$ cat src/hdl/qsed_pkg.sv
`timescale 1ns / 1ps
// Shared types, codes and helper functions for the quoted string escape decoder.
// No dependencies; imported by every module of the block.
package qsed_pkg;

  localparam int QSED_CMD_DEPTH = 4;

  // result kinds
  localparam logic [1:0] KIND_DATA  = 2'd0;
  localparam logic [1:0] KIND_CLOSE = 2'd1;
  localparam logic [1:0] KIND_ERROR = 2'd2;

  // error codes
  localparam logic [2:0] ERR_NONE       = 3'd0;
  localparam logic [2:0] ERR_UNCLOSED   = 3'd1;
  localparam logic [2:0] ERR_BAD_ESCAPE = 3'd2;
  localparam logic [2:0] ERR_BAD_HEX    = 3'd3;
  localparam logic [2:0] ERR_CODE_POINT = 3'd4;

  // command ops between front and back
  localparam logic [1:0] CMD_BYTE  = 2'd0;
  localparam logic [1:0] CMD_CLOSE = 2'd1;
  localparam logic [1:0] CMD_ERROR = 2'd2;
  localparam logic [1:0] CMD_UTF8  = 2'd3;

  // source characters
  localparam logic [7:0] CH_NUL    = 8'h00;
  localparam logic [7:0] CH_LF     = 8'h0A;
  localparam logic [7:0] CH_SQUOTE = 8'h27;
  localparam logic [7:0] CH_DQUOTE = 8'h22;
  localparam logic [7:0] CH_BSLASH = 8'h5C;

  typedef struct packed {
    logic [7:0] in_byte;
    logic       start_req;
  } qsed_in_t;

  typedef struct packed {
    logic [7:0] out_byte;
    logic [1:0] kind;
    logic [2:0] error_code;
    logic       last;
  } qsed_out_t;

  typedef struct packed {
    logic [1:0]  op;
    logic [15:0] val;
  } qsed_cmd_t;

  typedef struct packed {
    logic empty;
    logic full;
  } qsed_fifo_stat_t;

  typedef struct packed {
    logic       valid;
    logic [3:0] nibble;
  } qsed_hex_t;

  function automatic qsed_hex_t hex_decode(input logic [7:0] c);
    qsed_hex_t h;
    h.valid  = 1'b1;
    h.nibble = 4'd0;
    if (c >= 8'h30 && c <= 8'h39) begin
      h.nibble = c[3:0];
    end else if ((c >= 8'h61 && c <= 8'h66) || (c >= 8'h41 && c <= 8'h46)) begin
      h.nibble = c[3:0] + 4'd9;
    end else begin
      h.valid = 1'b0;
    end
    return h;
  endfunction

endpackage

$ cat src/hdl/qsed_front.sv
`timescale 1ns / 1ps
// Front end: accepts source bytes, tracks the literal's parse state and issues commands.
// Depends on qsed_pkg.
module qsed_front
  import qsed_pkg::*;
(
  input  logic      clk,
  input  logic      rst_n,
  input  logic      push,
  input  qsed_in_t  in_data,
  output logic      full,
  output logic      cmd_push,
  output qsed_cmd_t cmd_data,
  input  logic      cmd_full
);

  localparam logic [1:0] MODE_IDLE = 2'd0;
  localparam logic [1:0] MODE_STR  = 2'd1;
  localparam logic [1:0] MODE_ESC  = 2'd2;
  localparam logic [1:0] MODE_HEX  = 2'd3;

  logic [1:0]  mode_r, mode_nxt;
  logic        dq_r, dq_nxt;
  logic [1:0]  seen_r, seen_nxt;
  logic [15:0] acc_r, acc_nxt;
  logic [15:0] acc_new;
  logic [7:0]  c;
  logic [7:0]  closer;
  logic        accept;
  qsed_hex_t   hx;

  assign full   = cmd_full;
  assign accept = push && !cmd_full;
  assign c      = in_data.in_byte;
  assign closer = dq_r ? CH_DQUOTE : CH_SQUOTE;
  assign hx     = hex_decode(c);

  always_comb begin
    acc_new = acc_r;
    case (seen_r)
      2'd0:    acc_new[15:12] = acc_r[15:12] | hx.nibble;
      2'd1:    acc_new[11:8]  = acc_r[11:8]  | hx.nibble;
      2'd2:    acc_new[7:4]   = acc_r[7:4]   | hx.nibble;
      default: acc_new[3:0]   = acc_r[3:0]   | hx.nibble;
    endcase
  end

  always_comb begin
    mode_nxt     = mode_r;
    dq_nxt       = dq_r;
    seen_nxt     = seen_r;
    acc_nxt      = acc_r;
    cmd_push     = 1'b0;
    cmd_data.op  = CMD_BYTE;
    cmd_data.val = {8'd0, c};
    if (accept) begin
      if (in_data.start_req) begin
        dq_nxt   = (c != CH_SQUOTE);
        mode_nxt = MODE_STR;
        seen_nxt = 2'd0;
        acc_nxt  = 16'd0;
      end else begin
        case (mode_r)
          MODE_STR: begin
            cmd_push = 1'b1;
            if (c == CH_NUL || c == CH_LF) begin
              mode_nxt     = MODE_IDLE;
              cmd_data.op  = CMD_ERROR;
              cmd_data.val = {13'd0, ERR_UNCLOSED};
            end else if (c == closer) begin
              mode_nxt    = MODE_IDLE;
              cmd_data.op = CMD_CLOSE;
            end else if (c == CH_BSLASH) begin
              mode_nxt = MODE_ESC;
              cmd_push = 1'b0;
            end
          end
          MODE_ESC: begin
            cmd_push = 1'b1;
            mode_nxt = MODE_STR;
            if (c == closer || c == CH_BSLASH) begin
              cmd_data.val = {8'd0, c};
            end else if (c == CH_NUL) begin
              mode_nxt     = MODE_IDLE;
              cmd_data.op  = CMD_ERROR;
              cmd_data.val = {13'd0, ERR_UNCLOSED};
            end else if (c == 8'h6E) begin
              cmd_data.val = 16'h000A;
            end else if (c == 8'h74) begin
              cmd_data.val = 16'h0009;
            end else if (c == 8'h62) begin
              cmd_data.val = 16'h0008;
            end else if (c == 8'h66) begin
              cmd_data.val = 16'h000C;
            end else if (c == 8'h72) begin
              cmd_data.val = 16'h000D;
            end else if (c == 8'h75) begin
              cmd_push = 1'b0;
              mode_nxt = MODE_HEX;
              seen_nxt = 2'd0;
              acc_nxt  = 16'd0;
            end else begin
              mode_nxt     = MODE_IDLE;
              cmd_data.op  = CMD_ERROR;
              cmd_data.val = {13'd0, ERR_BAD_ESCAPE};
            end
          end
          MODE_HEX: begin
            if (!hx.valid) begin
              cmd_push     = 1'b1;
              mode_nxt     = MODE_IDLE;
              cmd_data.op  = CMD_ERROR;
              cmd_data.val = {13'd0, ERR_BAD_HEX};
            end else if (seen_r != 2'd3) begin
              acc_nxt  = acc_new;
              seen_nxt = seen_r + 2'd1;
            end else begin
              seen_nxt = 2'd0;
              acc_nxt  = 16'd0;
              if (acc_new >= 16'hD800 && acc_new <= 16'hDFFF) begin
                cmd_push     = 1'b1;
                mode_nxt     = MODE_IDLE;
                cmd_data.op  = CMD_ERROR;
                cmd_data.val = {13'd0, ERR_CODE_POINT};
              end else begin
                mode_nxt     = MODE_STR;
                cmd_push     = (acc_new != 16'd0);
                cmd_data.op  = CMD_UTF8;
                cmd_data.val = acc_new;
              end
            end
          end
          default: begin
            mode_nxt = MODE_IDLE;
          end
        endcase
      end
    end
  end

  always_ff @(posedge clk) begin
    if (!rst_n) begin
      mode_r <= MODE_IDLE;
      dq_r   <= 1'b0;
      seen_r <= 2'd0;
      acc_r  <= 16'd0;
    end else begin
      mode_r <= mode_nxt;
      dq_r   <= dq_nxt;
      seen_r <= seen_nxt;
      acc_r  <= acc_nxt;
    end
  end

endmodule

$ cat src/hdl/qsed_cmd_fifo.sv
`timescale 1ns / 1ps
// Command queue between the front end and the back end.
// Depends on qsed_pkg.
module qsed_cmd_fifo
  import qsed_pkg::*;
#(
  parameter int DEPTH = QSED_CMD_DEPTH
) (
  input  logic            clk,
  input  logic            rst_n,
  input  logic            wr_en,
  input  qsed_cmd_t       wr_data,
  input  logic            rd_en,
  output qsed_cmd_t       rd_data,
  output qsed_fifo_stat_t stat
);

  localparam int PW = (DEPTH > 1) ? $clog2(DEPTH) : 1;
  localparam int CW = $clog2(DEPTH + 1);
  localparam logic [PW-1:0] LAST_PTR = PW'(DEPTH - 1);
  localparam logic [CW-1:0] FULL_CNT = CW'(DEPTH);

  qsed_cmd_t     mem [DEPTH];
  logic [PW-1:0] wr_ptr_r, rd_ptr_r;
  logic [CW-1:0] cnt_r;
  logic          do_wr, do_rd;

  assign stat.empty = (cnt_r == '0);
  assign stat.full  = (cnt_r == FULL_CNT);
  assign do_wr      = wr_en && !stat.full;
  assign do_rd      = rd_en && !stat.empty;
  assign rd_data    = mem[rd_ptr_r];

  always_ff @(posedge clk) begin
    if (do_wr) begin
      mem[wr_ptr_r] <= wr_data;
    end
  end

  always_ff @(posedge clk) begin
    if (!rst_n) begin
      wr_ptr_r <= '0;
      rd_ptr_r <= '0;
      cnt_r    <= '0;
    end else begin
      if (do_wr) begin
        wr_ptr_r <= (wr_ptr_r == LAST_PTR) ? '0 : wr_ptr_r + PW'(1);
      end
      if (do_rd) begin
        rd_ptr_r <= (rd_ptr_r == LAST_PTR) ? '0 : rd_ptr_r + PW'(1);
      end
      if (do_wr && !do_rd) begin
        cnt_r <= cnt_r + CW'(1);
      end else if (do_rd && !do_wr) begin
        cnt_r <= cnt_r - CW'(1);
      end
    end
  end

endmodule

$ cat src/hdl/qsed_back.sv
`timescale 1ns / 1ps
// Back end: expands queued commands into result transactions, UTF-8 encoding code points.
// Depends on qsed_pkg.
module qsed_back
  import qsed_pkg::*;
(
  input  logic            clk,
  input  logic            rst_n,
  input  qsed_cmd_t       cmd_data,
  input  qsed_fifo_stat_t cmd_stat,
  output logic            cmd_pop,
  output logic            empty,
  input  logic            pop,
  output qsed_out_t       out_data
);

  logic       out_valid_r;
  qsed_out_t  out_r, item;
  logic [1:0] idx_r;
  logic [1:0] nbytes;
  logic       load;
  logic [15:0] cp;

  assign empty    = !out_valid_r;
  assign out_data = out_r;
  assign load     = (!out_valid_r || pop) && !cmd_stat.empty;
  assign cp       = cmd_data.val;

  always_comb begin
    item.out_byte   = 8'd0;
    item.kind       = KIND_DATA;
    item.error_code = ERR_NONE;
    item.last       = 1'b1;
    nbytes          = 2'd1;
    case (cmd_data.op)
      CMD_BYTE: begin
        item.out_byte = cp[7:0];
      end
      CMD_CLOSE: begin
        item.kind = KIND_CLOSE;
      end
      CMD_ERROR: begin
        item.kind       = KIND_ERROR;
        item.error_code = cp[2:0];
      end
      CMD_UTF8: begin
        if (cp < 16'h0080) begin
          nbytes        = 2'd1;
          item.out_byte = cp[7:0];
        end else if (cp < 16'h0800) begin
          nbytes        = 2'd2;
          item.out_byte = (idx_r == 2'd0) ? {3'b110, cp[10:6]} : {2'b10, cp[5:0]};
        end else begin
          nbytes = 2'd3;
          case (idx_r)
            2'd0:    item.out_byte = {4'b1110, cp[15:12]};
            2'd1:    item.out_byte = {2'b10, cp[11:6]};
            default: item.out_byte = {2'b10, cp[5:0]};
          endcase
        end
        item.last = (idx_r == nbytes - 2'd1);
      end
      default: begin
        item.kind = KIND_DATA;
      end
    endcase
  end

  assign cmd_pop = load && item.last;

  always_ff @(posedge clk) begin
    if (load) begin
      out_r <= item;
    end
  end

  always_ff @(posedge clk) begin
    if (!rst_n) begin
      out_valid_r <= 1'b0;
      idx_r       <= 2'd0;
    end else begin
      if (load) begin
        out_valid_r <= 1'b1;
        idx_r       <= item.last ? 2'd0 : idx_r + 2'd1;
      end else if (pop) begin
        out_valid_r <= 1'b0;
      end
    end
  end

endmodule

$ cat src/hdl/quoted_string_escape_decoder_unit.sv
`timescale 1ns / 1ps
// Quoted string literal escape decoder, top level: front end, command queue, back end.
// Depends on qsed_pkg, qsed_front, qsed_cmd_fifo, qsed_back.
//
// A byte with start_req set opens a string; following bytes come out as decoded content
// bytes, a close transaction, or an error transaction. The input side takes one byte per
// cycle while the command queue (CMD_DEPTH entries) has room; each byte that yields output
// costs one queue entry. The back end delivers one result per cycle while each result is
// popped; a \uXXXX escape of 0x80 or above yields two or three bytes; short runs of those
// are absorbed by the queue, longer runs lower input rate to the UTF-8 output rate.
// Output is registered: a result is held on out_data while empty is low until popped.
module quoted_string_escape_decoder_unit
  import qsed_pkg::*;
#(
  parameter int CMD_DEPTH = QSED_CMD_DEPTH
) (
  input  logic      clk,
  input  logic      rst_n,
  input  logic      push,
  input  qsed_in_t  in_data,
  output logic      full,
  output logic      empty,
  input  logic      pop,
  output qsed_out_t out_data
);

  logic            cmd_push, cmd_pop;
  qsed_cmd_t       cmd_wr, cmd_rd;
  qsed_fifo_stat_t cmd_stat;

  qsed_front u_front (
    .clk      (clk),
    .rst_n    (rst_n),
    .push     (push),
    .in_data  (in_data),
    .full     (full),
    .cmd_push (cmd_push),
    .cmd_data (cmd_wr),
    .cmd_full (cmd_stat.full)
  );

  qsed_cmd_fifo #(
    .DEPTH (CMD_DEPTH)
  ) u_fifo (
    .clk     (clk),
    .rst_n   (rst_n),
    .wr_en   (cmd_push),
    .wr_data (cmd_wr),
    .rd_en   (cmd_pop),
    .rd_data (cmd_rd),
    .stat    (cmd_stat)
  );

  qsed_back u_back (
    .clk      (clk),
    .rst_n    (rst_n),
    .cmd_data (cmd_rd),
    .cmd_stat (cmd_stat),
    .cmd_pop  (cmd_pop),
    .empty    (empty),
    .pop      (pop),
    .out_data (out_data)
  );

endmodule
$ cat config.mk
export PLATFORM = sky130hd
export DESIGN_NAME = quoted_string_escape_decoder_unit
export DESIGN_NICKNAME = d
export VERILOG_FILES = /design/src/hdl/qsed_pkg.sv /design/src/hdl/qsed_front.sv /design/src/hdl/qsed_cmd_fifo.sv /design/src/hdl/qsed_back.sv /design/src/hdl/quoted_string_escape_decoder_unit.sv
export SDC_FILE = /design/constraint.sdc
export NUM_CORES = 1
export LEC_CHECK = 0
export BUFFER_PORTS_ARGS = -buffer_cell sky130_fd_sc_hd__buf_4
export CORE_MARGIN = 10
export CORE_UTILIZATION = 27
export DETAILED_ROUTE_END_ITERATION = 10
export GPL_TIMING_DRIVEN = 0
export SLEW_MARGIN = 20
export SYNTH_ARGS = -nofsm -noshare
export SYNTH_HDL_FRONTEND = slang
export SYNTH_SLANG_ARGS = --single-unit
$ cat constraint.sdc
create_clock -name clk -period 5.9 [get_ports clk]
set_input_delay 0.295 -clock clk [delete_from_list [all_inputs] [get_ports clk]]
set_output_delay 0.295 -clock clk [all_outputs]
set_load 0.02 [all_outputs]
==> impl_metrics.ini <==
[run_status]
run_status = complete, no violations

[placement]
port_buffers = 27
gp_congestion = 0.886
place_area_um2 = 6820
dp_hpwl_um = 10700
place_ws_ns = 0.920

[logic_synthesis]
yosysMostFrequentCell = edfxtp_1
synth-main-ff-cell = edfxtp_1
postSynthAreaPerCell_um2 = 11.2
netlist_area_um2 = 6260
syn-num-nets = 595
syn_inst = 558
async_flop_share_pct = 0
synth_area_leaders = edfxtp_1 (41%), dfxtp_1 (11%), mux4_2 (6.5%)
synth-edff-count = 86
yosysTopAreaCell = edfxtp_1
synth_warnings = 0
synth_top_cell_area_share_pct = 41.2
ys_seq_area_share_pct = 51.8
ys_top_cells_by_count = edfxtp_1 (86), nand2_1 (47), a21oi_1 (41), nor2_1 (39), dfxtp_1 (33)
synth-seq-cells = 119
ys_types = 78

[power_and_ir_drop]
ir_worst_vdd_mv = 0.198
p_leak_nw = 2.52
power_density_nw_per_um2 = 393

[clocking]
root_buffer = clkbuf_16
clock_tree.buffer_depth = 2
worstSkewPairLatency_ns = 0.41
cts_resized = 0
cts_setup_buffers = 0
cts_hold_buf = 0
cts-htree-levels = 4
cts_tree = done
numCtsBuffers = 17
clkTransAtPathRegs_ns = 0.05
cts.sinks = 119

[die]
start_util_pct = 27.6
pin_count = 29
fp.dieW_um = 172
fp-row-count = 55
design.die.area_um2 = 29700
chipHeight_um = 172
coreArea_um2 = 22700

[timing]
worst_slew_pin_slew_ns = 0.942
fin_setup_tns_ns = 0
maxSlewHeadroom_pct = 37.2
clock-skew-final_ns = 0.00919
setup-violations-final = 0
fin_crit_sh_pct = 76.8
layout_min_cycle_time_ns = 4.53
hold_viol = 0
layout_setup_ws_ns = 1.37
finalMaxSlewViolations = 0
rsz0062_at_grt = no
max_clock_freq_mhz = 221

[global_route]
track_usage_pct = 10.5
grt_max_degree = 19
antenna_found_initial = 0
grt_pass1_wl_um = 24400
grt_pass1_vias = 4397
overflow = 0

[detailed_routing]
post-route-drc-count = 0
drt_first_iter_violations = 376
wl_per_cell_um = 16.8
vias_per_cell = 5.07
antenna_left = 0
vias = 4572
routed_wl_um = 15100
drtPass1Iterations = 7

[flow_run]
drv_cap = 0

[cells_and_area]
syn_to_final_growth_pct = 18.3
diodes = 0
nets = 641
drive_gt1_share_pct = 15.2
postLayoutCoreUtil_pct = 32.6
finish.instance_area_um2 = 7410
fillers = 2292

[worst_setup_path]
endpoint_kind = flop
timing.rr.end = u_fifo.cnt_r[2]
crit_buf_inv = 4
critPathMaxStageDelay_ns = 0.72
cp_cell_sequence = buf_4 > clkbuf_1 > inv_1 > ha_1 > or3b_1 > and4_1 > a21oi_2 > o21ai_0 > o211ai_1 > nand2_1 > a41oi_1 > ha_1 > inv_1 > fa_1 > xor2_1 > or3_1 > a21boi_0
crit_fanout = 10
crit_family = compound AO/OA/AOI/OAI gates
reg2reg_depth = 11
r2r_slack_ns = 1.93
cp_data_required_time_ns = 6.23
startpoint_type = primary input
arrival_ns = 4.86
crit_type = primary input to flop
slowest_stage = a41oi_1
regToRegStartpoint = u_fifo.cnt_r[0]

[min_path]
worst_hold_path.endpoint = u_back.out_valid_r
hp-class = primary input to flop
min-delay-start = pop
min_path_cells = 4
-- final cells by class --
cell class	instances	area, µm²	area share [%]
tap	285	357	4.81
timing repair buffer	27	203	2.74
multi-input combinational	384	2800	37.7
clock inverter	13	155	2.09
clock buffer	19	433	5.84
buffer	30	129	1.74
inverter	25	93.8	1.27
sequential	119	3240	43.8
-- worst reg2reg max path, stage by stage, from the launching register on --
cell and delay [ns]:
dfxtp_1 0.40, nor3b_1 0.14, nand2b_1 0.24, nor3_1 0.74
nand2_1 0.17, a41oi_1 0.72, ha_1 0.32, inv_1 0.07
fa_1 0.44, xor2_1 0.18, or3_1 0.30, a21boi_0 0.16
-- worst max-delay path by stage --
stage / from / endpoint / slack [ns] / cells after the start
CTS: in_data[1] / u_fifo.cnt_r[2] / 1.35 / 17
detailed placement: in_data[1] / u_fifo.cnt_r[2] / 0.92 / 17
finish: in_data[1] / u_fifo.cnt_r[2] / 1.37 / 17
floorplan: in_data[1] / u_fifo.cnt_r[2] / 2.03 / 16
global route: in_data[1] / u_fifo.cnt_r[2] / 0.99 / 17
global placement: in_data[1] / u_fifo.cnt_r[2] / 0.98 / 17
-- power by group --
part           switching [W]  leakage (nW)  internal [W]  total, W
clock network       0.000367         0.286      0.000661   0.00103
registers          0.0000374          1.04       0.00102   0.00105
logic               0.000496          1.19      0.000336  0.000832
total               0.000901          2.52       0.00201   0.00291
-- cell families (layout without fill, tap and decap cells) --
family                   Yosys count  count (layout)  share of synthesized area, %
AO/OA/AOI/OAI                    143             143                          15.3
buffers and inverters             55             114                          3.56
multiplexers                      27              27                          7.95
adder cells (fa/ha/maj)           24              24                          4.92
flip-flops                       119             119                          51.8
AND/OR/NAND/NOR                  187             187                          16.0
XOR/XNOR                           3               3                         0.420
-- cells in the final DEF, fill, tap and decap left out, types with 19 or more instances in the layout --
| cell | synthesis | layout |
|---|---|---|
| a21oi_1 | 41 | 41 |
| buf_4 | 0 | 27 |
| clkbuf_1 | 22 | 24 |
| dfxtp_1 | 33 | 33 |
| edfxtp_1 | 86 | 86 |
| ha_1 | 23 | 23 |
| inv_1 | 25 | 25 |
| nand2_1 | 47 | 47 |
| nor2_1 | 39 | 39 |
| o21ai_0 | 19 | 19 |
-- flip-flops by register name, indices dropped and copies added, names as in the netlist, named ones only --
name	cells
u_fifo.wr_ptr_r	2
u_back.out_data	14
u_front.acc_r	16
u_front.seen_r	2
u_back.idx_r	2
u_fifo.rd_ptr_r	2
u_front.mode_r	2
u_back.out_valid_r	1
u_front.dq_r	1
u_fifo.cnt_r	3
u_fifo.mem	72
-- layer usage --
metal | global-route usage (%) | vias to the layer above | routed length, µm | share of wire (%)
met1 | 14.1 | 2214 | 7280 | 48
li1 | - | 2217 | - | -
met3 | 3.19 | 15 | 825 | 5.5
met2 | 15.9 | 126 | 6850 | 45
met4 | 3.22 | 0 | 184 | 1.2
met5 | 0 | - | 0 | 0
-- metrics by stage --
stage	cells	hold WS, ns	total power, W
floorplan	558	0.447	0.00166
global placement	870	0.472	0.00189
detailed placement	870	0.475	0.00190
CTS	902	0.162	0.00294
global route	902	0.212	0.00307
finish	902	0.175	0.00291
Note: power is estimated with default switching activity, not from simulation.
